--- config.mk ---
export PLATFORM = sky130hd
export DESIGN_NAME = shunting_yard_postfix_converter
export DESIGN_NICKNAME = d
export VERILOG_FILES = /design/src/rtl/sypc_pkg.sv /design/src/rtl/shunting_yard_postfix_converter.sv
export VERILOG_INCLUDE_DIRS = /design/src /design/src/rtl
export SDC_FILE = /design/constraint.sdc
export NUM_CORES = 1
export LEC_CHECK = 0
export BUFFER_PORTS_ARGS = -buffer_cell sky130_fd_sc_hd__clkbuf_2
export CAP_MARGIN = 20
export CORE_MARGIN = 4
export CORE_UTILIZATION = 53
export CTS_CLUSTER_DIAMETER = 60
export DETAILED_ROUTE_END_ITERATION = 12
export PLACE_DENSITY = 0.75
export RECOVER_POWER = 25
export SYNTH_ARGS = -nofsm -noshare
export SYNTH_HDL_FRONTEND = slang
export SYNTH_SLANG_ARGS = --single-unit
--- constraint.sdc ---
create_clock -name clk -period 2.7 [get_ports clk]
set_input_delay 0.27 -clock clk [delete_from_list [all_inputs] [get_ports clk]]
set_output_delay 0.27 -clock clk [all_outputs]
set_load 0.03 [all_outputs]
--- src/rtl/shunting_yard_postfix_converter_macros.svh ---
// Assertion helpers, clocked on clk and held off during reset.
`ifndef SHUNTING_YARD_POSTFIX_CONVERTER_MACROS_SVH
`define SHUNTING_YARD_POSTFIX_CONVERTER_MACROS_SVH

// Same-cycle implication.
`define SYPC_ASSERT_NOW(label, ante, cons, msg) \
  label: assert property (@(posedge clk) disable iff (!rst_n) (ante) |-> (cons)) \
    else $error(msg);

// Next-cycle implication.
`define SYPC_ASSERT_NEXT(label, ante, cons, msg) \
  label: assert property (@(posedge clk) disable iff (!rst_n) (ante) |=> (cons)) \
    else $error(msg);

`endif

--- src/rtl/sypc_pkg.sv ---
`timescale 1ns / 1ps
package sypc_pkg;

  localparam int STACK_DEPTH_DEF = 16;

  localparam logic [2:0] MODE_OPERAND  = 3'd0;
  localparam logic [2:0] MODE_OPERATOR = 3'd1;
  localparam logic [2:0] MODE_LPAREN   = 3'd2;
  localparam logic [2:0] MODE_RPAREN   = 3'd3;
  localparam logic [2:0] MODE_END      = 3'd4;

  localparam logic [1:0] OP_ADD = 2'd0;
  localparam logic [1:0] OP_SUB = 2'd1;
  localparam logic [1:0] OP_MUL = 2'd2;
  localparam logic [1:0] OP_DIV = 2'd3;

  localparam logic [2:0] ENTRY_LPAREN = 3'd4;

  localparam logic KIND_OPERAND  = 1'b0;
  localparam logic KIND_OPERATOR = 1'b1;

  localparam logic [1:0] ERR_NONE     = 2'd0;
  localparam logic [1:0] ERR_RPAREN   = 2'd1;
  localparam logic [1:0] ERR_LPAREN   = 2'd2;
  localparam logic [1:0] ERR_OVERFLOW = 2'd3;

  typedef struct packed {
    logic [2:0]  mode;
    logic [15:0] operand_id;
    logic [1:0]  op_code;
  } in_item_t;

  typedef struct packed {
    logic        token_kind;
    logic [15:0] out_operand;
    logic [1:0]  out_op;
    logic [1:0]  error_code;
    logic        last;
  } out_item_t;

  typedef enum logic [2:0] {
    S_IDLE,
    S_DECODE,
    S_TEST,
    S_WAIT,
    S_PUSH,
    S_ERR,
    S_FINISH
  } state_t;

  // Multiply and divide bind tighter than plus and minus; left paren lowest.
  function automatic logic [1:0] prio(input logic [2:0] entry);
    logic [1:0] p;
    if (entry == {1'b0, OP_MUL} || entry == {1'b0, OP_DIV}) begin
      p = 2'd3;
    end else if (entry == {1'b0, OP_ADD} || entry == {1'b0, OP_SUB}) begin
      p = 2'd2;
    end else begin
      p = 2'd1;
    end
    return p;
  endfunction

endpackage

--- src/rtl/shunting_yard_postfix_converter.sv ---
// Infix-to-postfix converter with an operator stack held in a simple dual-port
// memory (one write, one registered read of the top entry). One token is
// taken at a time; in_ready is high only between tokens. A push that
// overflows also passes through the error state; each stack entry popped by
// an operator, right paren or end token goes through the top-of-stack read
// loop (S_TEST, S_WAIT). Each result is held in a holding register so that
// the final one can carry last; a slow consumer stalls the pop loop. The
// stack memory is not reset; reset clears its count.
`timescale 1ns / 1ps
`include "shunting_yard_postfix_converter_macros.svh"

module shunting_yard_postfix_converter #(
  parameter int STACK_DEPTH = sypc_pkg::STACK_DEPTH_DEF
) (
  input  logic                clk,
  input  logic                rst_n,
  input  logic                in_valid,
  output logic                in_ready,
  input  sypc_pkg::in_item_t  in_data,
  output logic                out_valid,
  input  logic                out_ready,
  output sypc_pkg::out_item_t out_data
);

  localparam int CW = $clog2(STACK_DEPTH + 1);
  localparam int AW = $clog2(STACK_DEPTH);

  sypc_pkg::state_t    state_r, state_nxt;
  sypc_pkg::in_item_t  item_r, item_nxt;
  logic [CW-1:0]       cnt_r, cnt_nxt;
  logic                found_r, found_nxt;
  logic [1:0]          err_r, err_nxt;
  logic                hold_v_r, hold_v_nxt;
  sypc_pkg::out_item_t hold_r, hold_nxt;
  logic                out_valid_r, out_valid_nxt;
  sypc_pkg::out_item_t out_r, out_nxt;
  logic [2:0]          rd_data_r;
  logic [2:0]          mem [STACK_DEPTH];

  logic                out_free, slot_ok, cnt_zero, cnt_one, full, top_lp, pop_ok;
  logic                prod_en, finish_en, wr_en;
  sypc_pkg::out_item_t prod_item;
  logic [2:0]          wr_data;
  logic [CW-1:0]       cnt_dec;
  logic [AW-1:0]       rd_addr;

  assign cnt_dec  = cnt_r - CW'(1);
  assign rd_addr  = cnt_dec[AW-1:0];
  assign out_free = !out_valid_r || out_ready;
  assign slot_ok  = !hold_v_r || out_free;
  assign cnt_zero = (cnt_r == '0);
  assign cnt_one  = (cnt_r == CW'(1));
  assign full     = (cnt_r == CW'(STACK_DEPTH));
  assign top_lp   = (rd_data_r == sypc_pkg::ENTRY_LPAREN);
  assign pop_ok   = sypc_pkg::prio({1'b0, item_r.op_code}) <= sypc_pkg::prio(rd_data_r);

  assign in_ready  = (state_r == sypc_pkg::S_IDLE);
  assign out_valid = out_valid_r;
  assign out_data  = out_r;

  always_ff @(posedge clk) begin
    if (wr_en) begin
      mem[cnt_r[AW-1:0]] <= wr_data;
    end
    rd_data_r <= mem[rd_addr];
  end

  always_ff @(posedge clk) begin
    if (!rst_n) begin
      state_r     <= sypc_pkg::S_IDLE;
      cnt_r       <= '0;
      found_r     <= 1'b0;
      err_r       <= sypc_pkg::ERR_NONE;
      hold_v_r    <= 1'b0;
      out_valid_r <= 1'b0;
    end else begin
      state_r     <= state_nxt;
      cnt_r       <= cnt_nxt;
      found_r     <= found_nxt;
      err_r       <= err_nxt;
      hold_v_r    <= hold_v_nxt;
      out_valid_r <= out_valid_nxt;
    end
  end

  always_ff @(posedge clk) begin
    item_r <= item_nxt;
    hold_r <= hold_nxt;
    out_r  <= out_nxt;
  end

  always_comb begin
    state_nxt = state_r;
    case (state_r)
      sypc_pkg::S_IDLE: begin
        if (in_valid) state_nxt = sypc_pkg::S_DECODE;
      end
      sypc_pkg::S_DECODE: begin
        case (item_r.mode)
          sypc_pkg::MODE_OPERAND:  if (slot_ok) state_nxt = sypc_pkg::S_FINISH;
          sypc_pkg::MODE_OPERATOR: state_nxt = cnt_zero ? sypc_pkg::S_PUSH : sypc_pkg::S_TEST;
          sypc_pkg::MODE_LPAREN:   state_nxt = sypc_pkg::S_PUSH;
          sypc_pkg::MODE_RPAREN:   state_nxt = cnt_zero ? sypc_pkg::S_ERR : sypc_pkg::S_TEST;
          sypc_pkg::MODE_END:      state_nxt = cnt_zero ? sypc_pkg::S_FINISH : sypc_pkg::S_TEST;
          default:                 state_nxt = sypc_pkg::S_IDLE;
        endcase
      end
      sypc_pkg::S_TEST: begin
        case (item_r.mode)
          sypc_pkg::MODE_OPERATOR: begin
            if (!pop_ok) begin
              state_nxt = sypc_pkg::S_PUSH;
            end else if (slot_ok) begin
              state_nxt = cnt_one ? sypc_pkg::S_PUSH : sypc_pkg::S_WAIT;
            end
          end
          sypc_pkg::MODE_RPAREN: begin
            if (top_lp) begin
              state_nxt = sypc_pkg::S_FINISH;
            end else if (slot_ok) begin
              state_nxt = cnt_one ? sypc_pkg::S_ERR : sypc_pkg::S_WAIT;
            end
          end
          sypc_pkg::MODE_END: begin
            if (top_lp) begin
              state_nxt = cnt_one ? sypc_pkg::S_ERR : sypc_pkg::S_WAIT;
            end else if (slot_ok) begin
              if (!cnt_one) begin
                state_nxt = sypc_pkg::S_WAIT;
              end else begin
                state_nxt = found_r ? sypc_pkg::S_ERR : sypc_pkg::S_FINISH;
              end
            end
          end
          default: state_nxt = sypc_pkg::S_IDLE;
        endcase
      end
      sypc_pkg::S_WAIT: state_nxt = sypc_pkg::S_TEST;
      sypc_pkg::S_PUSH: state_nxt = full ? sypc_pkg::S_ERR : sypc_pkg::S_FINISH;
      sypc_pkg::S_ERR: begin
        if (slot_ok) state_nxt = sypc_pkg::S_FINISH;
      end
      sypc_pkg::S_FINISH: begin
        if (!hold_v_r || out_free) state_nxt = sypc_pkg::S_IDLE;
      end
      default: state_nxt = sypc_pkg::S_IDLE;
    endcase
  end

  always_comb begin
    item_nxt  = item_r;
    cnt_nxt   = cnt_r;
    found_nxt = found_r;
    err_nxt   = err_r;
    prod_en   = 1'b0;
    prod_item = '0;
    finish_en = 1'b0;
    wr_en     = 1'b0;
    wr_data   = (item_r.mode == sypc_pkg::MODE_LPAREN) ? sypc_pkg::ENTRY_LPAREN
                                                       : {1'b0, item_r.op_code};
    case (state_r)
      sypc_pkg::S_IDLE: begin
        if (in_valid) begin
          item_nxt  = in_data;
          found_nxt = 1'b0;
        end
      end
      sypc_pkg::S_DECODE: begin
        if (item_r.mode == sypc_pkg::MODE_OPERAND && slot_ok) begin
          prod_en               = 1'b1;
          prod_item.token_kind  = sypc_pkg::KIND_OPERAND;
          prod_item.out_operand = item_r.operand_id;
        end
        if (item_r.mode == sypc_pkg::MODE_RPAREN && cnt_zero) begin
          err_nxt = sypc_pkg::ERR_RPAREN;
        end
      end
      sypc_pkg::S_TEST: begin
        case (item_r.mode)
          sypc_pkg::MODE_OPERATOR: begin
            if (pop_ok && slot_ok) begin
              prod_en              = 1'b1;
              prod_item.token_kind = sypc_pkg::KIND_OPERATOR;
              prod_item.out_op     = rd_data_r[1:0];
              cnt_nxt              = cnt_dec;
            end
          end
          sypc_pkg::MODE_RPAREN: begin
            if (top_lp) begin
              cnt_nxt = cnt_dec;
            end else if (slot_ok) begin
              prod_en              = 1'b1;
              prod_item.token_kind = sypc_pkg::KIND_OPERATOR;
              prod_item.out_op     = rd_data_r[1:0];
              cnt_nxt              = cnt_dec;
              err_nxt              = sypc_pkg::ERR_RPAREN;
            end
          end
          sypc_pkg::MODE_END: begin
            if (top_lp) begin
              cnt_nxt   = cnt_dec;
              found_nxt = 1'b1;
              err_nxt   = sypc_pkg::ERR_LPAREN;
            end else if (slot_ok) begin
              prod_en              = 1'b1;
              prod_item.token_kind = sypc_pkg::KIND_OPERATOR;
              prod_item.out_op     = rd_data_r[1:0];
              cnt_nxt              = cnt_dec;
              err_nxt              = sypc_pkg::ERR_LPAREN;
            end
          end
          default: ;
        endcase
      end
      sypc_pkg::S_PUSH: begin
        if (full) begin
          err_nxt = sypc_pkg::ERR_OVERFLOW;
        end else begin
          wr_en   = 1'b1;
          cnt_nxt = cnt_r + CW'(1);
        end
      end
      sypc_pkg::S_ERR: begin
        if (slot_ok) begin
          prod_en              = 1'b1;
          prod_item.error_code = err_r;
        end
      end
      sypc_pkg::S_FINISH: begin
        finish_en = hold_v_r && out_free;
      end
      default: ;
    endcase
  end

  // Move held result to the output register; the final one gets last.
  always_comb begin
    out_valid_nxt = out_valid_r && !out_ready;
    out_nxt       = out_r;
    hold_v_nxt    = hold_v_r;
    hold_nxt      = hold_r;
    if (prod_en) begin
      if (hold_v_r) begin
        out_valid_nxt = 1'b1;
        out_nxt       = hold_r;
      end
      hold_v_nxt = 1'b1;
      hold_nxt   = prod_item;
    end
    if (finish_en) begin
      out_valid_nxt = 1'b1;
      out_nxt       = hold_r;
      out_nxt.last  = 1'b1;
      hold_v_nxt    = 1'b0;
    end
  end

  `SYPC_ASSERT_NOW(a_idle_hold_empty, in_ready, !hold_v_r, "result held while idle")
  `SYPC_ASSERT_NOW(a_cnt_bound, 1'b1, cnt_r <= CW'(STACK_DEPTH), "stack count beyond depth")
  `SYPC_ASSERT_NEXT(a_finish_flush, finish_en, out_valid_r && out_r.last && !hold_v_r, "final result not delivered")
  `SYPC_ASSERT_NEXT(a_push_full, state_r == sypc_pkg::S_PUSH && full, state_r == sypc_pkg::S_ERR && err_r == sypc_pkg::ERR_OVERFLOW, "overflow not flagged")

endmodule

Word level (Yosys, flattened, before mapping)
Memory sizes are Yosys's and may differ from the RTL's. A register that Yosys moved wholly into a read port is not among the register bits.
Index checks and enable logic that the tools add are counted.
{"block": "totals", "ff_bits": 77, "ram_bits": 48, "inputBits": 25, "out_inout_bits": 24, "elab_cells": 158, "n_memories": 1}
{"name": "mem", "words": 16, "width": 3, "read_ports": 1, "rd_ports_with_merged_regs": 1, "write_ports": 1, "line_no": "shunting_yard_postfix_converter.sv:38", "source": "logic [2:0] mem [STACK_DEPTH];"}
{"block": "op_classes", "n_addsub": 2, "magnitude_cmp": 1, "n_eq_ne": 35, "mux": 65, "bitwise": 1, "n_reduce_logical": 35}
{"op": "$mux 22", "n": 3}
{"op": "$mux 3", "n": 16}
{"op": "$mux 2", "n": 15}
{"op": "$pmux 3 s7", "n": 1}
{"op": "$mux 5", "n": 4}
{"op": "$pmux 5 s2", "n": 2}
{"op": "$eq 3x2->1 const B", "n": 6}
{"op": "$ne 4x4->1 const B", "n": 4}
{"op": "$eq 3x3->1 const B", "n": 5}
{"op": "$mux 1", "n": 15}
{"op": "$pmux 3 s5", "n": 1}
{"op": "$ne 2x2->1 const B", "n": 6}
{"op": "$reduce_and 2->1", "n": 5}
{"op": "$reduce_and 5->1", "n": 2}
{"op": "$eq 3x1->1 const B", "n": 3}
{"op": "$logic_not 3->1", "n": 3}
{"op": "$ne 3x3->1 const B", "n": 3}
{"op": "$pmux 3 s3", "n": 1}
{"op": "$pmux 2 s2", "n": 2}
{"op": "$reduce_bool 2->1", "n": 4}
{"op": "$reduce_and 7->1", "n": 1}
{"op": "$logic_or 1x1->1", "n": 6}
{"op": "$ne 3x2->1 const B", "n": 2}
{"op": "$pmux 1 s2", "n": 3}
{"op": "18 further kinds", "n": 26}

Depth between registers and ports, before layout
{"block": "depth", "ltp_word": 11, "ltp_mapped": 9, "depth_no_buf": 7}

Worst setup path before layout
Ideal clock, no wire load.
{"block": "synth_timing", "path_kind": "register to register", "startpoint": "register rd_data_r[1], read port of mem", "endpoint": "register hold_r[10] (netlist bit), enable pin", "setup_ns": 0.406, "arrival_ns": 2.556, "t_required_ns": 2.294, "path_slack_ns": -0.262, "path_stages_with_launch": 7, "path_buffers": 0, "synth_period_minus_slack_ns": 2.962, "path_cell_list": "dfxtp_1 > or2_2 > ha_1 > nand2_1 > o21a_1 > o32a_4 > o21ai_1"}
{"block": "synth_between", "elab_chain_cells": 9, "word_cells_on_any_way": 15, "cone_classes": "order compare (1); eq/ne (4); mux (6); reduce/logical (4)"}
{"element": "from (decl)", "line_no": "shunting_yard_postfix_converter.sv:37", "source": "logic [2:0] rd_data_r;"}
{"element": "$eq 3x1->1 or $logic_not 3->1 (tied branches)", "line_no": "sypc_pkg.sv:56", "source": "end else if (entry == {1'b0, OP_ADD} || entry == {1'b0, OP_SUB}) begin"}
{"element": "$logic_or 1x1->1", "line_no": "sypc_pkg.sv:56"}
{"element": "$mux 2", "line_no": "sypc_pkg.sv:56"}
{"element": "$mux 2", "line_no": "sypc_pkg.sv:54", "source": "if (entry == {1'b0, OP_MUL} || entry == {1'b0, OP_DIV}) begin"}
{"element": "$le 2x2->1", "line_no": "shunting_yard_postfix_converter.sv:55", "source": "assign pop_ok = sypc_pkg::prio({1'b0, item_r.op_code}) <= sypc_pkg::prio(rd_data_r);"}
{"element": "$logic_and 1x1->1", "line_no": "shunting_yard_postfix_converter.sv:181", "source": "if (pop_ok && slot_ok) begin"}
{"element": "$mux 1", "line_no": "shunting_yard_postfix_converter.sv:181"}
{"element": "$pmux 1 s2 *", "line_no": "shunting_yard_postfix_converter.sv:179", "source": "case (item_r.mode)"}
{"element": "$pmux 1 s3 *", "line_no": "shunting_yard_postfix_converter.sv:161", "source": "case (state_r)"}
{"element": "via prod_en", "line_no": "shunting_yard_postfix_converter.sv:41", "source": "logic prod_en, finish_en, wr_en;"}
{"element": "to (signal assigned)", "line_no": "shunting_yard_postfix_converter.sv:88", "source": "hold_r <= hold_nxt;"}
{"element": "to (decl)", "line_no": "shunting_yard_postfix_converter.sv:34", "source": "sypc_pkg::out_item_t hold_r, hold_nxt;"}
Mark *: on every way through the listed nets, which the timed path passes. The rest lies on a longest branch.
A chain may end at the register's enable or synchronous reset.

Worst setup path in the final report
{"block": "layout_timing", "startpoint": "register rd_data_r[1], read port of mem", "endpoint": "register out_r (netlist bit out_data[16]), enable pin"}
{"block": "layout_between", "elab_chain_cells": 11, "word_cells_on_any_way": 17, "cone_classes": "order compare (1); eq/ne (4); mux (6); reduce/logical (6)"}
{"element": "$eq 3x1->1 or $logic_not 3->1 (tied branches)", "line_no": "sypc_pkg.sv:56"}
{"element": "$logic_or 1x1->1", "line_no": "sypc_pkg.sv:56"}
{"element": "$mux 2", "line_no": "sypc_pkg.sv:56"}
{"element": "$mux 2", "line_no": "sypc_pkg.sv:54"}
{"element": "$le 2x2->1", "line_no": "shunting_yard_postfix_converter.sv:55"}
{"element": "$logic_and 1x1->1", "line_no": "shunting_yard_postfix_converter.sv:181"}
{"element": "$mux 1", "line_no": "shunting_yard_postfix_converter.sv:181"}
{"element": "$pmux 1 s2 *", "line_no": "shunting_yard_postfix_converter.sv:179"}
{"element": "$pmux 1 s3 *", "line_no": "shunting_yard_postfix_converter.sv:161"}
{"element": "$reduce_bool 2->1 (no line) *"}
{"element": "$reduce_and 2->1 (no line) *"}
{"element": "to (signal assigned)", "line_no": "shunting_yard_postfix_converter.sv:89", "source": "out_r <= out_nxt;"}
{"element": "to (decl)", "line_no": "shunting_yard_postfix_converter.sv:36", "source": "sypc_pkg::out_item_t out_r, out_nxt;"}
Mark *: on every way between the ends. The rest lies on a longest branch, timed or not.

==> results_dict.tcl <==
set metrics [dict create \
    cp.required_ns 2.92 \
    pwr-share-clk 0.395 \
    grt_pass1_wl_um 18900 \
    timing.slew.headroom 0.475 \
    cts-root-buf "clkbuf_8" \
    finalSetupTns_ns 0 \
    synth_area_mm2 0.00563 \
    start_util 0.545 \
    internal-power_uw 3950 \
    detail_route.iter0.violations 308 \
    layout.filler_cells 732 \
    synth.mux.area_fraction 0.0709 \
    synth_unique_cells 62 \
    timing.rr.start "rd_data_r[1]$_DFF_P_" \
    cts_resized 0 \
    whs_path_depth 4 \
    floorplan.rows 37 \
    synth-compound-area-share 0.0698 \
    busiest_layer "met2" \
    min_to "found_r$_SDFFE_PN0P_" \
    p_per_area_mw_per_mm2 815 \
    synth_enable_flop_cells 111 \
    antenna_found_initial 0 \
    vias_per_cell 5.74 \
    p_leak_uw 0.00239 \
    worst-r2r-cell-count 8 \
    design.core.area_mm2 0.0103 \
    skew_ns 0.0115 \
    gp_routability_congestion 0.888 \
    cts.htree.levels 4 \
    post-cts-setup-buffers 0 \
    cts-root-to-sink-buffers 2 \
    insertion_delay_ns 0.52 \
    synth-adder-area-share 0.0156 \
    synthesis.instances 394 \
    average_footprint_of_a_synthesized_cell_um2 14.3 \
    via_count_of_the_first_global_routing_pass 3637 \
    antenna_violating_nets_post_route 0 \
    seq_power_share 0.440 \
    grt_start_max_net_pins 27 \
    drive_above_1_share 0.194 \
    min_period_over_period 0.874 \
    yosysTopAreaCell "edfxtp_1" \
    synth_simple_gate_area_share 0.160 \
    swShare 0.282 \
    regToRegEndpoint "out_data[16]$_DFFE_PP_" \
    top_area_cell_type_share_of_the_netlist_area 0.592 \
    total_via_count_in_the_routed_design 3561 \
    setup-violations-final 0 \
    grt_overflow 0 \
    drt-total-wl_um 11500 \
    netSwitchingPower_uw 1550 \
    clk_slew_on_worst_s_h_paths_ns 0.06 \
    chipWidth_um 111 \
    timing.critical_path.arrival_ns 2.58 \
    timing_max_transition_violations_final 0 \
    post_cts_hold_buffer_count 21 \
    timing.critical_path.fanout_max 21 \
    synth.top_cells.by_area "edfxtp_1 59%, dfxtp_1 6.0%, mux4_2 6.0%, and3_1 3.1%, and2_1 2.3%" \
    tritoncts "done" \
    dieHeight_um 111 \
    holdCritPathClass "in2reg" \
    drt-pass1-iter-count 5 \
    worstMarginPinSlew_ns 0.788 \
    detail_route.wl_per_cell_um 18.6 \
    final_net_count 503 \
    grtUsageMet3 0.0469 \
    dominant_combinational_cell_family_by_area_after_synthesis "simple AND/OR/NAND/NOR gates" \
    die_area_mm2 0.0123 \
    worstHoldStart "in_valid" \
    use_met1 0.252 \
    drcViolationCount 0 \
    timing.max_cap.violations 0 \
    max_fclk_ghz 0.424 \
    floorplan.io_pins 49 \
    final_hold_viol_count 0 \
    final_hpwl_from_detailed_placement_um 7430 \
    critical_path_class "reg2reg" \
    number_of_cts_inserted_buffers 17 \
    synth_warnings 0 \
    r2r_setup_slack_ns 0.34 \
    post-layout-total-power_uw 5500 \
    final_cell_utilization_of_the_core 0.654 \
    ys_ff_latch 128 \
    hold_ws_ns 0.122 \
    period_minus_slack_ns 2.36 \
    dominantRegCellSynth "edfxtp_1" \
    yosys.area_share.xor_xnor 0.00467 \
    port_buffers 48 \
    cts_sinks 128 \
    synth_sequential_area_ratio 0.653 \
    async_s_r_ff_share_synth 0 \
    grt_setup_unrepaired "false" \
    gr-usage-met2 0.326 \
    area_growth_pct 19.9 \
    syn_nets 426 \
    share_comb_of_total_power 0.165 \
    kind_of_end_point_of_the_critical_path "flip-flop" \
    run_status "completed" \
    grt.total_usage 0.197 \
    n_antenna_cell 0 \
    critical_path.startpoint_type "flip-flop" \
    ir_worst_vdd_v 0.000702 \
]
==> Yosys cell counts (5+ instances only) <==
cell type    n
a21oi_1      5
a31oi_1      5
and2_1      21
and3_1      28
buf_2        7
clkbuf_1    10
dfxtp_1     17
edfxtp_1   111
ha_1         7
inv_1        5
mux2i_1      5
mux4_2      15
nand2_1     28
nand2b_1    11
nand3_1      5
nor2_1      28
nor2b_1      7
nor3_1       6
o21ai_0     10
==> cell usage in the layout, fill, tap and decap left out, drive strengths merged, types with 12 or more instances in the layout <==
master	netlist	layout
mux4	15	15
dfxtp	17	17
nand2	28	28
edfxtp	111	111
and2	21	21
and3	28	28
clkbuf	10	67
dlygate4sd3	0	21
inv	5	13
nor2	30	30
o21ai	12	12
==> cell type report <==
cell class / instances / area (µm²) / share of cell area
inverter: 5 / 18.8 / 0.00278
tap: 136 / 170 / 0.0252
clock buffer: 18 / 418 / 0.0619
multi-input combinational: 239 / 1820 / 0.269
clock inverter: 14 / 145 / 0.0215
sequential: 128 / 3670 / 0.544
timing repair buffer: 80 / 508 / 0.0753
==> power by group through the flow <==
stage | Combinational [µW] | Clock [µW] | Sequential, µW
final | 910 | 2170 | 2420
after global routing | 1000 | 2310 | 2440
after CTS | 915 | 2200 | 2420
after detailed placement | 880 | 0 | 2460
after global placement | 862 | 0 | 2450
after floorplan | 713 | 0 | 2400
==> worst max-delay path by stage <==
stage | end | slack (ns) | from
2_1_floorplan | hold_r[10]$_SDFFCE_PN0P_ | 0.17 | rd_data_r[1]$_DFF_P_
3_3_place_gp | out_data[17]$_DFFE_PP_ | 0.38 | rd_data_r[1]$_DFF_P_
3_5_place_dp | out_data[14]$_DFFE_PP_ | 0.34 | rd_data_r[1]$_DFF_P_
4_1_cts | out_data[16]$_DFFE_PP_ | 0.33 | rd_data_r[1]$_DFF_P_
5_1_grt | out_data[16]$_DFFE_PP_ | 0.23 | rd_data_r[1]$_DFF_P_
6_report | out_data[16]$_DFFE_PP_ | 0.34 | rd_data_r[1]$_DFF_P_
==> critical path: stages (launching register included) <==
cell	delay (ns)
dfxtp_1	0.32
or2_2	0.30
ha_1	0.27
nand2_1	0.06
o21a_1	0.16
o32a_4	0.41
o211ai_4	0.19
and2_2	0.19
buf_12	0.16
==> per-stage QoR <==
| step | area [µm²] | cells | setup WS, ns |
|---|---|---|---|
| after floorplan | 5630 | 394 | 0.170 |
| after global placement | 6010 | 567 | 0.377 |
| after detailed placement | 6010 | 567 | 0.342 |
| after CTS | 6790 | 620 | 0.325 |
| after global routing | 6750 | 620 | 0.233 |
| final | 6750 | 620 | 0.341 |
==> cell families (layout without fill, tap and decap cells) <==
group | Yosys count | in the layout
and+or+nand+nor | 156 | 156
DFF | 128 | 128
AOI/OAI and AO/OA | 51 | 51
buffers and inverters | 27 | 117
muxes | 21 | 21
adders and majority gates | 7 | 7
xor gates and xnor gates | 3 | 3
other | 1 | 1
==> registers in the layout, summed over array words and instances (netlist names) <==
name / count
state_r: 3
mem: 48
rd_data_r: 3
cnt_r: 5
hold_r: 21
out_data: 22
out_valid: 1
err_r: 2
item_r: 21
hold_v_r: 1
found_r: 1
==> routing by layer <==
| layer | vias to the layer above | wire, µm | share of wire |
|---|---|---|---|
| met2 | 142 | 5860 | 0.51 |
| met3 | 18 | 668 | 0.058 |
| met1 | 1736 | 4770 | 0.41 |
| li1 | 1665 | - | - |
| met4 | 0 | 208 | 0.018 |
| met5 | - | 0 | 0 |
(Power assumes the default switching activity.)
